**src/rtl/rirk3_pkg.sv**
```systemverilog
// Shared types, constants and arithmetic helpers for the implicit RK3 integrator.
package rirk3_pkg;

  localparam int FRAC_BITS = 40;
  localparam int STAGES = 3;
  localparam int SLOPE_W = $clog2(2 * STAGES);

  localparam logic signed [63:0] Q_ONE = 64'sd1 <<< FRAC_BITS;
  localparam logic signed [63:0] Q_THIRD = ((64'sd1 <<< FRAC_BITS) + 64'sd1) / 64'sd3;
  localparam logic signed [63:0] Q_3QTR = ((64'sd1 <<< FRAC_BITS) / 64'sd4) * 64'sd3;
  localparam logic signed [63:0] Q_TWELFTH = ((64'sd1 <<< FRAC_BITS) + 64'sd6) / 64'sd12;
  localparam logic [62:0] TIME_MAX = {63{1'b1}};
  localparam logic signed [63:0] S64_MAX = {1'b0, {63{1'b1}}};
  localparam logic signed [63:0] S64_MIN = {1'b1, {63{1'b0}}};

  localparam logic [2:0] CFG_GAIN = 3'd0;
  localparam logic [2:0] CFG_STEP = 3'd1;
  localparam logic [2:0] CFG_INIT_POS = 3'd2;
  localparam logic [2:0] CFG_INIT_VEL = 3'd3;
  localparam logic [2:0] CFG_SWEEPS = 3'd4;

  // Multiplier operand selects.
  typedef enum logic [2:0] {
    SRC_T,
    SRC_K,
    SRC_GAIN,
    SRC_STEP,
    SRC_ACC_V,
    SRC_COEF
  } msrc_t;

  // Destinations for a multiplier result.
  typedef enum logic [3:0] {
    DST_NONE,
    DST_VV,
    DST_TV,
    DST_MU,
    DST_HCOEF,
    DST_SY,
    DST_SV,
    DST_NY,
    DST_NV
  } mdst_t;

  typedef enum logic [4:0] {
    ST_IDLE,
    ST_COEF,
    ST_ACC_VV,
    ST_ACC_TV,
    ST_ACC_MU,
    ST_ACC_FIN,
    ST_SEED,
    ST_SWEEP_INIT,
    ST_SWEEP_MAC_Y,
    ST_SWEEP_MAC_V,
    ST_SWEEP_WRITE,
    ST_FINAL_MAC_Y,
    ST_FINAL_MAC_V,
    ST_COMMIT,
    ST_RELOAD,
    ST_OUT
  } state_t;

  typedef struct packed {
    logic        reload;
    logic        acc_from_base;
    logic        acc_from_stage;
    logic        acc_fin;
    logic        seed;
    logic        stage_init;
    logic        stage_write;
    logic        final_init;
    logic        commit;
    logic        mul_go;
    msrc_t       srca;
    msrc_t       srcb;
    logic [1:0]  shift_sel;
    mdst_t       dst;
    logic [1:0]  j;
    logic [1:0]  k;
    logic        coef_d;
  } dp_cmd_t;

  typedef struct packed {
    logic       mul_done;
  } dp_sts_t;

  function automatic logic signed [63:0] sat_add(logic signed [63:0] a, logic signed [63:0] b);
    logic signed [64:0] s;
    s = {a[63], a} + {b[63], b};
    if (s[64] != s[63]) return s[64] ? S64_MIN : S64_MAX;
    return s[63:0];
  endfunction

  function automatic logic signed [63:0] sat_neg(logic signed [63:0] a);
    return (a == S64_MIN) ? S64_MAX : -a;
  endfunction

  function automatic logic signed [63:0] a_coef(logic [1:0] j, logic [1:0] k);
    logic signed [63:0] r;
    r = 64'sd0;
    case ({j, k})
      4'b0000: r = Q_THIRD;
      4'b0101: r = Q_ONE;
      4'b1000: r = Q_3QTR;
      4'b1001: r = -Q_TWELFTH;
      4'b1010: r = Q_THIRD;
      default: r = 64'sd0;
    endcase
    return r;
  endfunction

  function automatic logic signed [63:0] d_coef(logic [1:0] k);
    logic signed [63:0] r;
    case (k)
      2'd0: r = Q_3QTR;
      2'd1: r = -Q_TWELFTH;
      2'd2: r = Q_THIRD;
      default: r = 64'sd0;
    endcase
    return r;
  endfunction

endpackage

```
**src/rtl/rirk3_ctrl.sv**
```systemverilog
// Controller state machine sequencing coefficients, sweeps and the final update.
module rirk3_ctrl import rirk3_pkg::*; (
  input  logic    clk,
  input  logic    rst_n,
  input  logic    in_valid,
  input  logic    in_reload,
  output logic    in_ready,
  output logic    out_valid,
  input  logic    out_ready,
  input  logic [3:0] sweeps,
  input  dp_sts_t sts,
  output dp_cmd_t cmd
);

  state_t state_r, state_nxt;
  logic [1:0] j_r, j_nxt, k_r, k_nxt;
  logic [3:0] s_r, s_nxt;
  logic issued_r, issued_nxt;
  logic coefd_r, coefd_nxt;
  state_t ret_r, ret_nxt;

  // Next state.
  always_comb begin
    state_nxt = state_r;
    j_nxt = j_r;
    k_nxt = k_r;
    s_nxt = s_r;
    issued_nxt = issued_r;
    coefd_nxt = coefd_r;
    ret_nxt = ret_r;
    case (state_r)
      ST_IDLE: begin
        if (in_valid) begin
          if (in_reload) state_nxt = ST_RELOAD;
          else begin
            state_nxt = ST_COEF;
            j_nxt = '0;
            k_nxt = '0;
            coefd_nxt = 1'b0;
            issued_nxt = 1'b0;
          end
        end
      end
      ST_COEF: begin
        if (!issued_r) issued_nxt = 1'b1;
        else if (sts.mul_done) begin
          issued_nxt = 1'b0;
          if (k_r != 2'd2) k_nxt = k_r + 2'd1;
          else begin
            k_nxt = '0;
            if (coefd_r) begin
              state_nxt = ST_ACC_VV;
              ret_nxt = ST_SEED;
            end else if (j_r != 2'd2) j_nxt = j_r + 2'd1;
            else coefd_nxt = 1'b1;
          end
        end
      end
      ST_ACC_VV, ST_ACC_TV, ST_ACC_MU: begin
        if (!issued_r) issued_nxt = 1'b1;
        else if (sts.mul_done) begin
          issued_nxt = 1'b0;
          case (state_r)
            ST_ACC_VV: state_nxt = ST_ACC_TV;
            ST_ACC_TV: state_nxt = ST_ACC_MU;
            default: state_nxt = ST_ACC_FIN;
          endcase
        end
      end
      ST_ACC_FIN: state_nxt = ret_r;
      ST_SEED: begin
        j_nxt = '0;
        s_nxt = '0;
        state_nxt = (sweeps == 4'd0) ? ST_FINAL_MAC_Y : ST_SWEEP_INIT;
        k_nxt = '0;
      end
      ST_SWEEP_INIT: begin
        k_nxt = '0;
        state_nxt = ST_SWEEP_MAC_Y;
      end
      ST_SWEEP_MAC_Y, ST_FINAL_MAC_Y: begin
        if (!issued_r) issued_nxt = 1'b1;
        else if (sts.mul_done) begin
          issued_nxt = 1'b0;
          state_nxt = (state_r == ST_SWEEP_MAC_Y) ? ST_SWEEP_MAC_V : ST_FINAL_MAC_V;
        end
      end
      ST_SWEEP_MAC_V: begin
        if (!issued_r) issued_nxt = 1'b1;
        else if (sts.mul_done) begin
          issued_nxt = 1'b0;
          if (k_r != 2'd2) begin
            k_nxt = k_r + 2'd1;
            state_nxt = ST_SWEEP_MAC_Y;
          end else begin
            state_nxt = ST_ACC_VV;
            ret_nxt = ST_SWEEP_WRITE;
          end
        end
      end
      ST_SWEEP_WRITE: begin
        if (j_r != 2'd2) begin
          j_nxt = j_r + 2'd1;
          state_nxt = ST_SWEEP_INIT;
        end else begin
          j_nxt = '0;
          if (s_r + 4'd1 == sweeps) begin
            k_nxt = '0;
            state_nxt = ST_FINAL_MAC_Y;
          end else begin
            s_nxt = s_r + 4'd1;
            state_nxt = ST_SWEEP_INIT;
          end
        end
      end
      ST_FINAL_MAC_V: begin
        if (!issued_r) issued_nxt = 1'b1;
        else if (sts.mul_done) begin
          issued_nxt = 1'b0;
          if (k_r != 2'd2) begin
            k_nxt = k_r + 2'd1;
            state_nxt = ST_FINAL_MAC_Y;
          end else state_nxt = ST_COMMIT;
        end
      end
      ST_COMMIT, ST_RELOAD: state_nxt = ST_OUT;
      ST_OUT: if (out_ready) state_nxt = ST_IDLE;
      default: state_nxt = ST_IDLE;
    endcase
  end

  // Outputs.
  always_comb begin
    cmd = '0;
    cmd.j = j_r;
    cmd.k = k_r;
    cmd.coef_d = coefd_r;
    cmd.srca = SRC_T;
    cmd.srcb = SRC_ACC_V;
    cmd.dst = DST_NONE;
    in_ready = 1'b0;
    out_valid = 1'b0;
    case (state_r)
      ST_IDLE: begin
        in_ready = 1'b1;
        cmd.acc_from_base = in_valid && !in_reload;
      end
      ST_COEF: begin
        cmd.mul_go = !issued_r;
        cmd.srca = SRC_STEP;
        cmd.srcb = SRC_COEF;
        cmd.dst = DST_HCOEF;
      end
      ST_ACC_VV: begin
        cmd.mul_go = !issued_r;
        cmd.srca = SRC_ACC_V;
        cmd.srcb = SRC_ACC_V;
        cmd.dst = DST_VV;
      end
      ST_ACC_TV: begin
        cmd.mul_go = !issued_r;
        cmd.srca = SRC_T;
        cmd.srcb = SRC_ACC_V;
        cmd.dst = DST_TV;
      end
      ST_ACC_MU: begin
        cmd.mul_go = !issued_r;
        cmd.srca = SRC_T;
        cmd.srcb = SRC_GAIN;
        cmd.shift_sel = 2'b10;
        cmd.dst = DST_MU;
      end
      ST_ACC_FIN: cmd.acc_fin = 1'b1;
      ST_SEED: cmd.seed = 1'b1;
      ST_SWEEP_INIT: cmd.stage_init = 1'b1;
      ST_SWEEP_MAC_Y, ST_SWEEP_MAC_V, ST_FINAL_MAC_Y, ST_FINAL_MAC_V: begin
        cmd.mul_go = !issued_r;
        cmd.srca = SRC_COEF;
        cmd.srcb = SRC_K;
        cmd.coef_d = (state_r == ST_FINAL_MAC_Y) || (state_r == ST_FINAL_MAC_V);
        cmd.shift_sel = {1'b0,
          (state_r == ST_SWEEP_MAC_V) || (state_r == ST_FINAL_MAC_V)};
        case (state_r)
          ST_SWEEP_MAC_Y: cmd.dst = DST_SY;
          ST_SWEEP_MAC_V: cmd.dst = DST_SV;
          ST_FINAL_MAC_Y: cmd.dst = DST_NY;
          default: cmd.dst = DST_NV;
        endcase
        cmd.acc_from_stage = (state_r == ST_SWEEP_MAC_V) && sts.mul_done && (k_r == 2'd2);
      end
      ST_SWEEP_WRITE: cmd.stage_write = 1'b1;
      ST_COMMIT: cmd.commit = 1'b1;
      ST_RELOAD: cmd.reload = 1'b1;
      ST_OUT: out_valid = 1'b1;
      default: ;
    endcase
    if (state_r == ST_SEED && sweeps == 4'd0) cmd.final_init = 1'b1;
    if (state_r == ST_SWEEP_WRITE && j_r == 2'd2 && s_r + 4'd1 == sweeps) cmd.final_init = 1'b1;
  end

  always_ff @(posedge clk) begin
    if (!rst_n) begin
      state_r <= ST_IDLE;
      issued_r <= 1'b0;
      j_r <= '0;
      k_r <= '0;
      s_r <= '0;
      coefd_r <= 1'b0;
      ret_r <= ST_SEED;
    end else begin
      state_r <= state_nxt;
      issued_r <= issued_nxt;
      j_r <= j_nxt;
      k_r <= k_nxt;
      s_r <= s_nxt;
      coefd_r <= coefd_nxt;
      ret_r <= ret_nxt;
    end
  end

endmodule

```
**config.mk**
```make
export PLATFORM = sky130hd
export DESIGN_NAME = rirk3_ctrl
export DESIGN_NICKNAME = d
export VERILOG_FILES = /design/src/rtl/rirk3_pkg.sv /design/src/rtl/rirk3_ctrl.sv
export SDC_FILE = /design/constraint.sdc
export NUM_CORES = 1
export LEC_CHECK = 0
export BUFFER_PORTS_ARGS = -buffer_cell sky130_fd_sc_hd__buf_2
export CAP_MARGIN = 30
export CORE_UTILIZATION = 48
export DETAILED_ROUTE_END_ITERATION = 6
export HOLD_SLACK_MARGIN = 0.02
export PLACE_DENSITY = 0.76
export SYNTH_ARGS = -nofsm -noshare
export SYNTH_HDL_FRONTEND = slang
export SYNTH_SLANG_ARGS = --single-unit
```
**constraint.sdc**
```tcl
create_clock -name clk -period 2 [get_ports clk]
set_clock_uncertainty 0.05 [all_clocks]
set_input_delay 0.3 -clock clk [delete_from_list [all_inputs] [get_ports clk]]
set_output_delay 0.3 -clock clk [all_outputs]
set_load 0.01 [all_outputs]
```
==> impl_metrics.json, run 1 <==
{
  "rsz0062_at_grt": "true",
  "cp-end-kind": "primary output",
  "rrSetupSlack_ns": 0.09,
  "cts_buffers": 3,
  "clock_path_buffers": 2,
  "avgViaCountPerCell": 5.51,
  "crit_end": "cmd[19]",
  "area_delta_synth_final_pct": 31.9,
  "yosys.area.top_type": "dfxtp_1",
  "final_cell_mix": "38 x buf_2, 26 x buf_4, 21 x nand2_1, 18 x nor2_1, 16 x inv_1",
  "finalSetupViolCount": 0,
  "hpwl_um": 3140,
  "dr.pass1.iters": 4,
  "die-area_um2": 3470,
  "clock-sinks": 16,
  "reg2reg_depth": 7,
  "ir_drop_v": 0.000787,
  "rows": 20,
  "fmax_mhz": 508,
  "max_slew_margin_pct": 67.9,
  "design_area_um2": 2050,
  "finalHoldViolations": 0,
  "path_buf_inv": 2,
  "slowest_delay_ns": 0.41,
  "grt_max_degree": 17,
  "port_buffers": 38,
  "cp.depth": 5,
  "root_buffer": "clkbuf_4",
  "post_drt_wl_per_cell_um": 13.4,
  "core-area_um2": 3050,
  "ant_nets": 0,
  "drv_cap": 0,
  "critPathKind": "reg -> out",
  "startpoint_type": "flip-flop",
  "yosysWarnings": 0,
  "drt_iter0_markers": 57,
  "period_share_pct": 98.5,
  "worstHoldStart": "rst_n",
  "stdcell_count": 311,
  "io_pins": 39,
  "cp_max_fo": 12,
  "grt_pass1_vias": 1521,
  "reg2reg_from": "k_r[0]",
  "ys_seq_elements": 16,
  "cts_tree": "built",
  "hold_class": "in -> reg",
  "diodes": 0,
  "outcome": "finished clean",
  "ys_top_cells_by_area": "dfxtp_1 21%, ha_1 5.6%, o21ai_0 5.5%, nand2_1 5.1%, nor2_1 4.8%",
  "crit_slowest_cell": "dfxtp_4",
  "fin_util_pct": 67.3,
  "worstPathCellList": "buf_4, and4bb_2, and2_1, a41o_1, buf_2",
  "ys.flop_type": "dfxtp_1",
  "dp.cells": 304,
  "drc": 0,
  "post_dp_cell_area_um2": 1930,
  "cts-htree-levels": 1,
  "synth.distinct_cells": 53,
  "crit_start": "state_r[2]",
  "synthesis.area_um2": 1560,
  "crit_family": "flip-flops",
  "layout.nets": 285,
  "synth-edff-count": 0,
  "drive_gt1_share_pct": 35.2,
  "antenna_found_initial": 0,
  "r2r-end": "k_r[0]",
  "wl_um": 4160,
  "fin_setup_tns_ns": 0,
  "yosysSeqAreaShare_pct": 20.6,
  "cts.hold.buffers_added": 0,
  "required_ns": 1.65,
  "synth_fp_nets": 228,
  "arrival_ns": 1.62,
  "via_count": 1715,
  "fin_crit_ns": 1.97,
  "p_leak_nw": 0.931,
  "grt_overflow_total": 0,
  "avgSynthCellArea_um2": 7.38,
  "timing.final.max_slew_violations": 0,
  "gp_congestion": 0.922,
  "async_flop_share_pct": 0,
  "final_common_cell": "buf_2",
  "clk_pin_slew_ns": 0.11,
  "die_h_um": 58.9,
  "start_util_pct": 51.0,
  "worst_hold_slack_ns": 0.244,
  "tightest_slew_ns": 0.479,
  "clkLatencyLatePin_ns": 0.30,
  "grt_util_all_layers_pct": 26.0,
  "pwr_density_cell_nw_per_um2": 1240,
  "grt_pass1_wl_um": 6800,
  "synth_top_area_share_pct": 20.6,
  "syn_inst": 211,
  "fp.dieW_um": 58.9
}
[Yosys cell counts, drive strengths merged (2+ instances only)]
| cell type | count |
|---|---|
| and2 | 6 |
| nor2 | 20 |
| nand4 | 2 |
| a311oi | 5 |
| a22oi | 3 |
| nand3b | 2 |
| nor3 | 7 |
| and4bb | 2 |
| xnor2 | 4 |
| dfxtp | 16 |
| o21ai | 17 |
| nand3 | 4 |
| clkbuf | 4 |
| nand2 | 21 |
| nand2b | 5 |
| inv | 16 |
| o22ai | 4 |
| o21a | 2 |
| ha | 7 |
| or2 | 2 |
| a32o | 2 |
| o211ai | 2 |
| o2bb2ai | 2 |
| and3 | 2 |
| o31ai | 3 |
| nor2b | 8 |
| a21oi | 10 |
| or4 | 2 |
| buf | 10 |
| mux2i | 4 |
[power breakdown]
part           leakage [nW]  total, mW  switching [mW]  internal [mW]
sequential            0.134      0.513           0.118          0.394
combinational         0.776       1.80           0.951          0.852
clock                0.0210      0.224           0.113          0.111
total                 0.931       2.54            1.18           1.36
[cell families (layout without fill, tap and decap cells)]
kind of cell | after synthesis | after routing | synth area share [%]
and+or+nand+nor | 89 | 89 | 31.4
muxes | 5 | 5 | 3.30
buffers and inverters | 31 | 87 | 8.52
xor gates and xnor gates | 6 | 6 | 4.34
AOI/OAI and AO/OA | 57 | 57 | 26.3
DFF | 16 | 16 | 20.6
adders and majority gates | 7 | 7 | 5.63
[area by class of cell]
class	instances	area (um2)
clock buffers	4	36.3
well taps	44	55.1
multi-input cells	164	1140
repair buffers	66	417
fillers	281	1000
inverters	17	63.8
flip-flops and latches	16	337
[routing by layer]
| layer | GRT usage [%] | share of wire, % |
|---|---|---|
| met4 | 13.6 | 2.0 |
| met1 | 34.5 | 46 |
| met3 | 2.86 | 4.6 |
| met2 | 41.2 | 48 |
| met5 | 0 | 0 |
[metrics by stage]
step	setup WS [ns]	power (mW)
final	0.0309	2.54
after global routing	-0.0348	2.76
after CTS	0.0133	2.48
after detailed placement	-0.0468	2.23
after global placement	-0.0171	2.21
after floorplan	0.00724	1.64
[worst register-to-register path, cell delays in order (launching register included)]
cell and delay [ns]:
dfxtp_1 0.35, inv_1 0.06, ha_1 0.20, nand3b_1 0.17, o21a_1 0.18, o221a_1 0.26, a2111oi_4 0.36, mux2i_1 0.22
[flip-flops by register name, summed over array words and instances (netlist names)]
name / flops
coefd_r: 1
state_r: 4
k_r: 2
issued_r: 1
s_r: 4
j_r: 2
ret_r: 2
[worst min path at each step]
stage / endpoint / slack, ns / cells after the start
floorplan: s_r[2] / 0.40 / 2
global placement: ret_r[3] / 0.42 / 2
finish: ret_r[2] / 0.24 / 2
global route: ret_r[2] / 0.26 / 2
detailed placement: ret_r[3] / 0.42 / 2
CTS: ret_r[2] / 0.24 / 2
[repair_timing]
action | CTS | global route
setup endpoints to repair | 15 | 15
setup buffers | 2 | 1
pin swaps | 4 | 4
gates cloned | 0 | 0
resized for setup | 9 | 13
No activity file was read; power rests on OpenSTA's default activity.
==> inputs of run 2 (changes only) <==
--- a/config.mk
+++ b/config.mk
@@ -6,11 +6,13 @@
 export NUM_CORES = 1
 export LEC_CHECK = 0
 export BUFFER_PORTS_ARGS = -buffer_cell sky130_fd_sc_hd__buf_2
-export CAP_MARGIN = 30
-export CORE_UTILIZATION = 48
+export CAP_MARGIN = 0
+export CELL_PAD_IN_SITES_DETAIL_PLACEMENT = 2
+export CELL_PAD_IN_SITES_GLOBAL_PLACEMENT = 2
+export CORE_UTILIZATION = 26
 export DETAILED_ROUTE_END_ITERATION = 6
 export HOLD_SLACK_MARGIN = 0.02
-export PLACE_DENSITY = 0.76
+export PLACE_DENSITY_LB_ADDON = 0.1
 export SYNTH_ARGS = -nofsm -noshare
 export SYNTH_HDL_FRONTEND = slang
 export SYNTH_SLANG_ARGS = --single-unit
==> impl_metrics.json, run 2 (same netlist as run 1, synthesis figures left out) <==
{
  "timing.final.max_slew_violations": 0,
  "die-area_um2": 6300,
  "antenna_found_initial": 0,
  "path_buf_inv": 2,
  "final_cell_mix": "39 x buf_2, 34 x buf_4, 20 x nor2_1, 20 x nand2_1, 16 x o21ai_0",
  "switchingPower_mw": 1.34,
  "avgViaCountPerCell": 5.07,
  "outcome": "complete, but fails checks",
  "cts-htree-levels": 1,
  "arrival_ns": 1.70,
  "pwr_density_cell_nw_per_um2": 1270,
  "via_count": 1771,
  "clkLatencyLatePin_ns": 0.26,
  "fin_crit_ns": 2.05,
  "required_ns": 1.65,
  "post_drt_wl_per_cell_um": 17.6,
  "rsz0062_at_grt": "true",
  "dp.cells": 338,
  "finalSetupViolCount": 1,
  "hold_class": "in -> reg",
  "final_common_cell": "buf_2",
  "area_delta_synth_final_pct": 41.2,
  "core-area_um2": 5640,
  "drive_gt1_share_pct": 39.4,
  "fin_util_pct": 39.0,
  "drv_cap": 0,
  "max_slew_margin_pct": 68.2,
  "tightest_slew_ns": 0.475,
  "cts_buffers": 3,
  "grt_pass1_vias": 1908,
  "ir_drop_v": 0.000399,
  "p_leak_nw": 0.987,
  "drt_iter0_markers": 52,
  "grt_overflow_total": 0,
  "pwr-share-comb_pct": 72.9,
  "period_share_pct": 103,
  "grt_pass1_wl_um": 10200,
  "port_buffers": 38,
  "reg_top3": "s_r: 4 flops, state_r: 4 flops",
  "startpoint_type": "flip-flop",
  "design_area_um2": 2200,
  "fp.dieW_um": 79.4,
  "wl_um": 6140,
  "die_h_um": 79.4,
  "io_pins": 39,
  "post_dp_cell_area_um2": 2010,
  "clk_pin_slew_ns": 0.06,
  "grt_max_degree": 22,
  "diodes": 0,
  "layout_setup_ws_ns": -0.0503,
  "switching_share_pct": 48.0,
  "critPathKind": "reg -> out",
  "rows": 27,
  "cp-end-kind": "primary output",
  "cts_tree": "built",
  "pwr-share-seq_pct": 17.7,
  "slowest_delay_ns": 0.34,
  "fmax_mhz": 488,
  "fin_setup_tns_ns": -0.0503,
  "clock_path_buffers": 2,
  "layout.nets": 296,
  "finalHoldViolations": 0,
  "worstPathCellList": "ha_4, xor2_1, nor3_2, buf_4, a41o_1, buf_2",
  "root_buffer": "clkbuf_8",
  "clock-sinks": 16,
  "ant_nets": 0,
  "crit_family": "flip-flops",
  "crit_slowest_cell": "dfxtp_2",
  "drc": 0,
  "violations": "negative setup slack",
  "stdcell_count": 349,
  "start_util_pct": 27.6,
  "gp_congestion": 0.769,
  "p_clk_share_pct": 9.4,
  "cp_max_fo": 2,
  "dr.pass1.iters": 4,
  "grt_util_all_layers_pct": 21.2,
  "p_int_mw": 1.45,
  "hpwl_um": 4690
}
==> run 2: cell types whose count changed in the layout (fill, tap and decap cells not counted), sizes merged <==
cell      before  now
clkbuf         4    3
buf           66   77
inv           16   14
clkinvlp       0    2
==> run 2: path summary, 6_finish.rpt <==
path | startpoint | to | slack, ns | cells past startpoint
setup / recovery | s_r[0] | cmd[19] | -0.05 | 6
hold / removal | rst_n | ret_r[3] | 0.37 | 3
setup reg to reg | s_r[0] | k_r[0] | 0.11 | 7
hold reg to reg | ret_r[3] | ret_r[3] | 0.44 | 2
==> run 2: power groups by stage <==
stage / combinational (mW) / clock [mW] / sequential [mW]
after floorplan: 1.20 / 0 / 0.438
after global placement: 1.86 / 0 / 0.473
final: 2.03 / 0.262 / 0.492
after global routing: 2.23 / 0.284 / 0.501
after detailed placement: 1.89 / 0 / 0.476
after CTS: 1.95 / 0.266 / 0.479
==> run 2: worst reg2reg max path: stages, from the launching register on <==
cell and delay, ns:
dfxtp_2 0.34, ha_4 0.24, xor2_1 0.16, nor3_2 0.24
buf_4 0.15, a311oi_2 0.14, a2111oi_4 0.28, mux2i_1 0.21
==> run 2: stage by stage <==
step	total power [mW]	worst slack, ns	hold WS, ns
finish	2.78	-0.0503	0.374
global route	3.02	-0.115	0.386
CTS	2.70	-0.0159	0.374
detailed placement	2.36	-0.0115	0.424
global placement	2.33	0.0318	0.429
floorplan	1.64	0.00724	0.397
==> run 2: per-layer routing <==
metal | routed length (um) | track usage, %
met3 | 109 | 3.09
met2 | 3030 | 37.5
met4 | 19 | 2.18
met5 | 0 | 0
met1 | 2980 | 27.9
==> run 2: what timing repair did <==
item / CTS / global route
gates cloned: 1 / 0
gates resized for setup: 11 / 17
buffers inserted: 5 / 2
pin swaps: 4 / 5
hold buffers: 0 / 0
setup endpoints to repair: 8 / 12
==> run 2: area by class of cell <==
cell class	count	area, um2
multi-input cells	164	1150
flip-flops and latches	16	338
well taps	72	90.1
fillers	671	3440
clock buffers	3	41.3
repair buffers	77	504
inverters	17	71.3
